**config.mk**
```make
export PLATFORM = sky130hd
export DESIGN_NAME = fbec_dp
export DESIGN_NICKNAME = d
export VERILOG_FILES = /design/src/fbec_pkg.sv /design/src/fbec_dp.sv
export VERILOG_INCLUDE_DIRS = /design/src /design/src/src
export SDC_FILE = /design/constraint.sdc
export NUM_CORES = 2
export LEC_CHECK = 0
export ABC_CLOCK_PERIOD_IN_PS = 7650
export BUFFER_PORTS_ARGS = -buffer_cell sky130_fd_sc_hd__buf_4
export CAP_MARGIN = 10
export CORE_MARGIN = 5
export CORE_UTILIZATION = 30
export CTS_CLUSTER_DIAMETER = 80
export DETAILED_ROUTE_END_ITERATION = 16
export GPL_TIMING_DRIVEN = 0
export PLACE_DENSITY_LB_ADDON = 0.05
export SYNTH_ARGS = -nofsm -noshare
export SYNTH_HDL_FRONTEND = slang
export SYNTH_SLANG_ARGS = --single-unit
```
**constraint.sdc**
```tcl
create_clock -name clk -period 7.65 [get_ports clk]
set_input_delay 0.3825 -clock clk [delete_from_list [all_inputs] [get_ports clk]]
set_output_delay 0.3825 -clock clk [all_outputs]
set_load 0.005 [all_outputs]
```
**src/assert_macros.svh**
```systemverilog
// Assertion helpers shared by the checker modules.
`ifndef ASSERT_MACROS_SVH
`define ASSERT_MACROS_SVH

`ifndef SYNTHESIS
// Same-cycle implication.
`define FBEC_ASSERT_IMP(lbl, clk, rstn, ante, cons) \
	lbl: assert property (@(posedge clk) disable iff (!rstn) (ante) |-> (cons)) \
		else $error("assertion failed");
// Next-cycle implication.
`define FBEC_ASSERT_NEXT(lbl, clk, rstn, ante, cons) \
	lbl: assert property (@(posedge clk) disable iff (!rstn) (ante) |=> (cons)) \
		else $error("assertion failed");
`else
`define FBEC_ASSERT_IMP(lbl, clk, rstn, ante, cons)
`define FBEC_ASSERT_NEXT(lbl, clk, rstn, ante, cons)
`endif

`endif

```
**src/fbec_pkg.sv**
```systemverilog
// ----------------------------------------------------------------------------
// fbec_pkg
// Types and codes shared by the free-bitmap extent checker modules.
// ----------------------------------------------------------------------------
`default_nettype none

package fbec_pkg;

	// input item actions
	localparam logic [1:0] ACT_HEADER  = 2'd0;
	localparam logic [1:0] ACT_CHUNK   = 2'd1;
	localparam logic [1:0] ACT_END     = 2'd2;
	localparam logic [1:0] ACT_FOREIGN = 2'd3;

	// summary break reasons
	localparam logic [1:0] RSN_NORMAL     = 2'd0;
	localparam logic [1:0] RSN_FOREIGN    = 2'd1;
	localparam logic [1:0] RSN_START_PAST = 2'd2;
	localparam logic [1:0] RSN_END_PAST   = 2'd3;

	// result kinds
	localparam logic KIND_EXTENT  = 1'b0;
	localparam logic KIND_SUMMARY = 1'b1;

	// configuration register indexes
	localparam logic [1:0] REG_GROUP_START  = 2'd0;
	localparam logic [1:0] REG_GROUP_LENGTH = 2'd1;
	localparam logic [1:0] REG_SECTOR_SHIFT = 2'd2;
	localparam logic [1:0] REG_EXP_EXTENTS  = 2'd3;

	localparam logic [4:0] SECTOR_SHIFT_RST = 5'd12;

	typedef enum logic [2:0] {
		S_IDLE,
		S_CPREP,
		S_CSCAN,
		S_GPREP,
		S_GDECIDE,
		S_FEXT,
		S_FSUM
	} state_t;

	// controller -> datapath
	typedef struct packed {
		logic accept;       // latch input item
		logic prep_chunk;   // build edge vector
		logic prep_group;   // group end and record end sums
		logic scan_step;    // retire lowest edge
		logic chunk_done;   // advance scan address, keep last bit
		logic hdr_load;     // header accepted: scan address = record start
		logic emit_ext_fin; // close open run at group end
		logic emit_sum;     // summary, then rearm
	} cmd_t;

	// datapath -> controller
	typedef struct packed {
		logic [1:0] act;
		logic       trans_any;
		logic       cur_is_fall;
		logic       start_bad;
		logic       end_bad;
		logic       carry_bit;
		logic       out_free;
	} sts_t;

endpackage

`default_nettype wire

```
**src/fbec_dp.sv**
```systemverilog
// ----------------------------------------------------------------------------
// fbec_dp
// Datapath: configuration registers, run state, edge encoder, address
// arithmetic and the output register.
// ----------------------------------------------------------------------------
`default_nettype none
`include "assert_macros.svh"

module fbec_dp import fbec_pkg::*; #(
	parameter int CHUNK_BITS = 64
) (
	input  wire logic        clk,
	input  wire logic        arst_n,
	input  wire logic        cfg_wen,
	input  wire logic [1:0]  cfg_index,
	input  wire logic [63:0] cfg_wdata,
	input  wire logic [1:0]  action,
	input  wire logic [63:0] record_start,
	input  wire logic [63:0] record_length,
	input  wire logic [63:0] chunk_bits,
	input  wire logic [6:0]  chunk_bit_count,
	input  wire cmd_t        cmd,
	output sts_t             sts,
	output logic             out_valid,
	input  wire logic        out_ready,
	output logic             kind,
	output logic [63:0]      extent_base,
	output logic [63:0]      extent_end,
	output logic [1:0]       break_reason,
	output logic             count_mismatch,
	output logic [31:0]      extents_found,
	output logic             last
);

	localparam int IDX_W = (CHUNK_BITS > 1) ? $clog2(CHUNK_BITS) : 1;
	localparam int CNT_W = $clog2(CHUNK_BITS + 1);

	// configuration
	logic [63:0] group_start_q, group_length_q;
	logic [4:0]  shift_q;
	logic [31:0] exp_q;

	// run state
	logic        prev_q;
	logic [63:0] run_start_q, scan_q;
	logic [31:0] ext_cnt_q;

	// latched item
	logic [1:0]            act_q;
	logic [63:0]           rs_q, rl_q;
	logic [CHUNK_BITS-1:0] bits_q;
	logic [CNT_W-1:0]      n_q;

	logic [63:0]           group_end_q, record_end_q;
	logic [CHUNK_BITS-1:0] trans_q;

	// output register
	logic        out_valid_q, kind_q, mism_q, last_q;
	logic [63:0] ostart_q, oend_q;
	logic [1:0]  reason_q;
	logic [31:0] ofound_q;

	logic [CHUNK_BITS-1:0] valid_mask, prev_vec, low_bit;
	logic [IDX_W-1:0]      low_idx, last_idx;
	logic [63:0]           edge_addr;
	logic                  cur_fall, falls_left, out_free;
	logic [31:0]           cnt_inc;
	logic [1:0]            reason;

	always_comb begin
		for (int i = 0; i < CHUNK_BITS; i++) begin
			valid_mask[i] = (CNT_W'(i) < n_q);
		end
	end

	if (CHUNK_BITS > 1) begin : g_prev
		assign prev_vec = {bits_q[CHUNK_BITS-2:0], prev_q};
	end else begin : g_prev1
		assign prev_vec = prev_q;
	end

	// lowest pending edge
	assign low_bit = trans_q & (~trans_q + 1'b1);

	always_comb begin
		low_idx = '0;
		for (int i = 0; i < CHUNK_BITS; i++) begin
			if (low_bit[i]) begin
				low_idx = low_idx | IDX_W'(i);
			end
		end
	end

	assign edge_addr  = scan_q + (64'(low_idx) << shift_q);
	assign cur_fall   = |(low_bit & ~bits_q);
	assign falls_left = |(trans_q & ~bits_q & ~low_bit);
	assign last_idx   = IDX_W'(n_q - 1'b1);
	assign out_free   = !out_valid_q || out_ready;
	assign cnt_inc    = ext_cnt_q + 32'd1;

	always_comb begin
		priority if (act_q == ACT_END) begin
			reason = RSN_NORMAL;
		end else if (act_q == ACT_FOREIGN) begin
			reason = RSN_FOREIGN;
		end else if (rs_q >= group_end_q) begin
			reason = RSN_START_PAST;
		end else begin
			reason = RSN_END_PAST;
		end
	end

	always_ff @(posedge clk or negedge arst_n) begin
		if (!arst_n) begin
			group_start_q  <= '0;
			group_length_q <= '0;
			shift_q        <= SECTOR_SHIFT_RST;
			exp_q          <= '0;
		end else if (cfg_wen) begin
			unique case (cfg_index)
				REG_GROUP_START:  group_start_q  <= cfg_wdata;
				REG_GROUP_LENGTH: group_length_q <= cfg_wdata;
				REG_SECTOR_SHIFT: shift_q        <= cfg_wdata[4:0];
				REG_EXP_EXTENTS:  exp_q          <= cfg_wdata[31:0];
			endcase
		end
	end

	// item latch and working values
	always_ff @(posedge clk) begin
		if (cmd.accept) begin
			act_q  <= action;
			rs_q   <= record_start;
			rl_q   <= record_length;
			bits_q <= chunk_bits[CHUNK_BITS-1:0];
			n_q    <= (chunk_bit_count > 7'(CHUNK_BITS)) ? CNT_W'(CHUNK_BITS)
				: CNT_W'(chunk_bit_count);
		end
		if (cmd.prep_group) begin
			group_end_q  <= group_start_q + group_length_q;
			record_end_q <= rs_q + rl_q;
		end
	end

	always_ff @(posedge clk or negedge arst_n) begin
		if (!arst_n) begin
			trans_q <= '0;
		end else if (cmd.prep_chunk) begin
			trans_q <= (bits_q ^ prev_vec) & valid_mask;
		end else if (cmd.scan_step) begin
			trans_q <= trans_q & ~low_bit;
		end
	end

	always_ff @(posedge clk or negedge arst_n) begin
		if (!arst_n) begin
			prev_q      <= 1'b0;
			run_start_q <= '0;
			scan_q      <= '0;
			ext_cnt_q   <= '0;
		end else begin
			if (cmd.scan_step) begin
				if (cur_fall) begin
					ext_cnt_q <= cnt_inc;
				end else begin
					run_start_q <= edge_addr;
				end
			end
			if (cmd.chunk_done) begin
				scan_q <= scan_q + (64'(n_q) << shift_q);
				if (n_q != '0) begin
					prev_q <= bits_q[last_idx];
				end
			end
			if (cmd.hdr_load) begin
				scan_q <= rs_q;
			end
			if (cmd.emit_ext_fin) begin
				ext_cnt_q <= cnt_inc;
			end
			if (cmd.emit_sum) begin
				prev_q      <= 1'b0;
				run_start_q <= '0;
				scan_q      <= '0;
				ext_cnt_q   <= '0;
			end
		end
	end

	always_ff @(posedge clk or negedge arst_n) begin
		if (!arst_n) begin
			out_valid_q <= 1'b0;
		end else if ((cmd.scan_step && cur_fall) || cmd.emit_ext_fin || cmd.emit_sum) begin
			out_valid_q <= 1'b1;
		end else if (out_ready) begin
			out_valid_q <= 1'b0;
		end
	end

	always_ff @(posedge clk) begin
		if (cmd.scan_step && cur_fall) begin
			kind_q   <= KIND_EXTENT;
			ostart_q <= run_start_q;
			oend_q   <= edge_addr;
			reason_q <= RSN_NORMAL;
			mism_q   <= 1'b0;
			ofound_q <= cnt_inc;
			last_q   <= !falls_left;
		end else if (cmd.emit_ext_fin) begin
			kind_q   <= KIND_EXTENT;
			ostart_q <= run_start_q;
			oend_q   <= group_end_q;
			reason_q <= RSN_NORMAL;
			mism_q   <= 1'b0;
			ofound_q <= cnt_inc;
			last_q   <= 1'b0;
		end else if (cmd.emit_sum) begin
			kind_q   <= KIND_SUMMARY;
			ostart_q <= '0;
			oend_q   <= '0;
			reason_q <= reason;
			mism_q   <= (ext_cnt_q != exp_q);
			ofound_q <= ext_cnt_q;
			last_q   <= 1'b1;
		end
	end

	assign sts.act         = act_q;
	assign sts.trans_any   = |trans_q;
	assign sts.cur_is_fall = cur_fall;
	assign sts.start_bad   = (rs_q >= group_end_q);
	assign sts.end_bad     = (record_end_q > group_end_q);
	assign sts.carry_bit   = prev_q;
	assign sts.out_free    = out_free;

	assign out_valid      = out_valid_q;
	assign kind           = kind_q;
	assign extent_base    = ostart_q;
	assign extent_end     = oend_q;
	assign break_reason   = reason_q;
	assign count_mismatch = mism_q;
	assign extents_found  = ofound_q;
	assign last           = last_q;

	`FBEC_ASSERT_IMP(a_fin_ext_open, clk, arst_n, cmd.emit_ext_fin, prev_q)
	`FBEC_ASSERT_NEXT(a_rearm, clk, arst_n, cmd.emit_sum, ext_cnt_q == '0 && !prev_q && scan_q == '0 && run_start_q == '0)
	`FBEC_ASSERT_IMP(a_summary_last, clk, arst_n, out_valid_q && kind_q == KIND_SUMMARY, last_q)

endmodule

`default_nettype wire

```
==> results_dict.tcl <==
set metrics [dict create \
    synth.distinct_cells 98 \
    slew-limit-headroom_pct 15.8 \
    synth-edff-count 490 \
    drc_errors 0 \
    yosysTopAreaCell "edfxtp_1" \
    wl_per_cell_um 27.3 \
    grt_max_degree 104 \
    cts_buffers 113 \
    antenna_found_initial 16 \
    path_class "register to register" \
    clock_latency_ns 0.78 \
    cp-end-kind "register" \
    ioPinCount 453 \
    syn_area_per_cell_sq_um 10.3 \
    r2r_end "extent_end[39]$_DFFE_PP_" \
    num-fill-cells 17507 \
    worstPathArrival_ns 7.97 \
    synth-main-ff-cell "edfxtp_1" \
    reg2reg_slack_ns 0.14 \
    fmax_mhz 133 \
    ys_seq_elements 885 \
    finalHoldViolCount 0 \
    power_w 0.0179 \
    min_period_over_period_pct 98.2 \
    row_count 154 \
    grt_pass1_wl_um 330000 \
    worst_pin_slew_ns 1.26 \
    slowest_stage "or4_1" \
    p_per_area_nw_per_um2 269 \
    synthTopCellsByCount "edfxtp_1, nor2_1, dfrtp_1, ha_1, o21ai_0" \
    tns_ns 0 \
    fp.dieH_um 430 \
    via_count 44439 \
    cts_max_path_buffers 3 \
    cts_max_level 3 \
    io_buffers 450 \
    syn_to_final_growth_pct 26.4 \
    skew_ns 0.0369 \
    synth_warnings 0 \
    clockRootBuffer "clkbuf_16" \
    placeableCoreArea_sq_um 176000 \
    fin_crit_ns 7.51 \
    drive_gt1_share_pct 16.8 \
    synth_top_area_share_pct 27.8 \
    grt_overflow 0 \
    drt_pass1_iterations 7 \
    status "finished, final reports clean" \
    synth_most_common_cell "edfxtp_1" \
    dpl.hpwl_um 184000 \
    drt_first_iter_violations 3289 \
    synth_cells 5113 \
    crit_fanout 10 \
    drv_slew 0 \
    hold_path_end "n_q[1]$_SDFFCE_PN0P_" \
    async_flop_share_pct 44.2 \
    setup_viol 0 \
    worstHoldPathType "input port to register" \
    start_util_pct 30.1 \
    ant_nets 0 \
    cp.required_ns 8.11 \
    hp-start "chunk_bit_count[1]" \
    final_nets 6605 \
    grt_pass1_vias 45586 \
    startpoint_type "register" \
    routed_via_density 5.27 \
    die_area_sq_um 185000 \
    reg2regPathDepth 26 \
    cpPeakStageDelay_ns 0.66 \
    whs_path_depth 2 \
    wirelength_um 231000 \
    peakVddDrop_mv 0.214 \
    cts.clk_slew.worst_paths_ns 0.06 \
    syn_area_sq_um 52800 \
    seq_area_frac_synth_pct 46.5 \
    reg2reg_from "trans_q[3]$_DFFE_PN0P_" \
    max_cap_violations 0 \
    tritoncts "built" \
    die_x_um 430 \
    leakage_nw 27.6 \
    synth_fp_nets 5727 \
    gp_congestion 0.962 \
    track_usage_pct 24.4 \
    cts_num_sinks 885 \
    synthTopCellsByArea "edfxtp_1, dfrtp_1, ha_1" \
]
-- power breakdown --
group / switching [W] / internal [W] / total, W
sequential: 0.000824 / 0.00602 / 0.00684
clock: 0.00229 / 0.00310 / 0.00539
combinational: 0.00339 / 0.00232 / 0.00571
total: 0.00650 / 0.0114 / 0.0179
-- flip-flops by register name, indices dropped and copies added (netlist names), 2 cells and up --
name / flops
n_q: 7
act_q: 2
ext_cnt_q: 32
break_reason: 2
extent_end: 64
group_start_q: 64
bits_q: 64
rl_q: 64
trans_q: 64
exp_q: 32
record_end_q: 64
group_end_q: 64
extents_found: 32
scan_q: 64
group_length_q: 64
run_start_q: 64
extent_base: 64
shift_q: 5
rs_q: 64
-- per-stage QoR --
stage	setup WS (ns)	instance area (sq um)	util (%)	cells	hold WS [ns]
global route	-0.000376	66800	38.0	8434	0.0117
detailed placement	-1.91	59600	33.9	7922	0.210
global placement	-5.15	59100	33.7	7903	0.492
CTS	0.0000586	66500	37.9	8425	0.00316
floorplan	0.740	52800	-	5113	0.0869
finish	0.138	66800	38.0	8435	0.0505
-- cell usage in the layout (no fill, tap or decap), drive strengths merged, types with 49 or more instances in the layout --
| cell | Yosys | routed |
|---|---|---|
| nand3 | 202 | 202 |
| a21oi | 311 | 311 |
| xor2 | 125 | 125 |
| a21o | 145 | 145 |
| clkbuf | 158 | 309 |
| buf | 64 | 556 |
| o21a | 49 | 49 |
| o21ai | 319 | 319 |
| ha | 331 | 331 |
| nor2b | 125 | 125 |
| and2 | 93 | 93 |
| nand2b | 66 | 66 |
| nand4 | 102 | 102 |
| dlygate4sd3 | 0 | 271 |
| nand2 | 290 | 290 |
| dfrtp | 389 | 389 |
| nor3 | 86 | 86 |
| mux2 | 173 | 173 |
| xnor2 | 218 | 218 |
| a211oi | 83 | 83 |
| or3 | 58 | 58 |
| edfxtp | 490 | 490 |
| nor2 | 407 | 407 |
| nor4 | 49 | 49 |
| inv | 180 | 193 |
-- worst max path at each step --
stage / endpoint / depth (start not counted) / slack (ns) / start
global placement: extent_base[54]$_DFFE_PP_ / 13 / -5.15 / trans_q[4]$_DFFE_PN0P_
global route: extent_end[54]$_DFFE_PP_ / 27 / -0.0004 / trans_q[0]$_DFFE_PN0P_
CTS: extent_end[43]$_DFFE_PP_ / 25 / 0.00006 / trans_q[18]$_DFFE_PN0P_
finish: extent_end[39]$_DFFE_PP_ / 26 / 0.14 / trans_q[3]$_DFFE_PN0P_
floorplan: extent_base[0]$_DFFE_PP_ / 13 / 0.74 / trans_q[11]$_DFFE_PN0P_
detailed placement: extent_end[40]$_DFFE_PP_ / 25 / -1.91 / trans_q[37]$_DFFE_PN0P_
-- cells by family (layout without fill, tap and decap cells) --
family	Yosys count	count (layout)	synth area share, %
DFF	885	885	46.5
xor gates and xnor gates	343	343	5.69
muxes	221	221	5.02
other	0	3	0
and+or+nand+nor	1649	1649	16.2
adders and majority gates	335	335	7.99
AOI/OAI and AO/OA	1277	1277	15.6
buffers and inverters	403	1382	3.00
-- critical path: cells and delay by family, from the launching register on --
family	cells	cell delay (ns)
AO/OA/AOI/OAI	10	2.23
XOR/XNOR	1	0.32
adder cells (fa/ha/maj)	1	0.37
buffers and inverters	3	0.73
flip-flops	1	0.49
multiplexers	1	0.28
AND/OR/NAND/NOR	10	2.77
-- what timing repair did --
item,in CTS,in global routing
gates resized for setup,61,30
endpoints found under the setup margin,105,50
setup buffers,17,10
hold buffers,271,0
endpoints found under the hold margin,569,0
pin swaps,12,9
-- per-layer routing --
metal	wire, um	up-vias	track usage (%)
met4	8710	4	8.03
met3	11000	314	3.32
met1	101000	22030	32.4
met5	32	-	0
met2	110000	1283	40.9
li1	-	20808	-
-- cell type report --
| type | count | area, sq um | share of cell area, % |
|---|---|---|---|
| Multi-Input combinational cell | 3825 | 27200 | 40.8 |
| Sequential cell | 885 | 24600 | 36.8 |
| Timing Repair Buffer | 767 | 6690 | 10.0 |
| Clock buffer | 152 | 3170 | 4.74 |
| Tap cell | 2340 | 2930 | 4.39 |
| Buffer | 218 | 906 | 1.36 |
| Inverter | 181 | 679 | 1.02 |
| Clock inverter | 64 | 589 | 0.883 |
| Antenna cell | 3 | 7.51 | 0.0112 |
No activity file was read; power rests on OpenSTA's default activity.
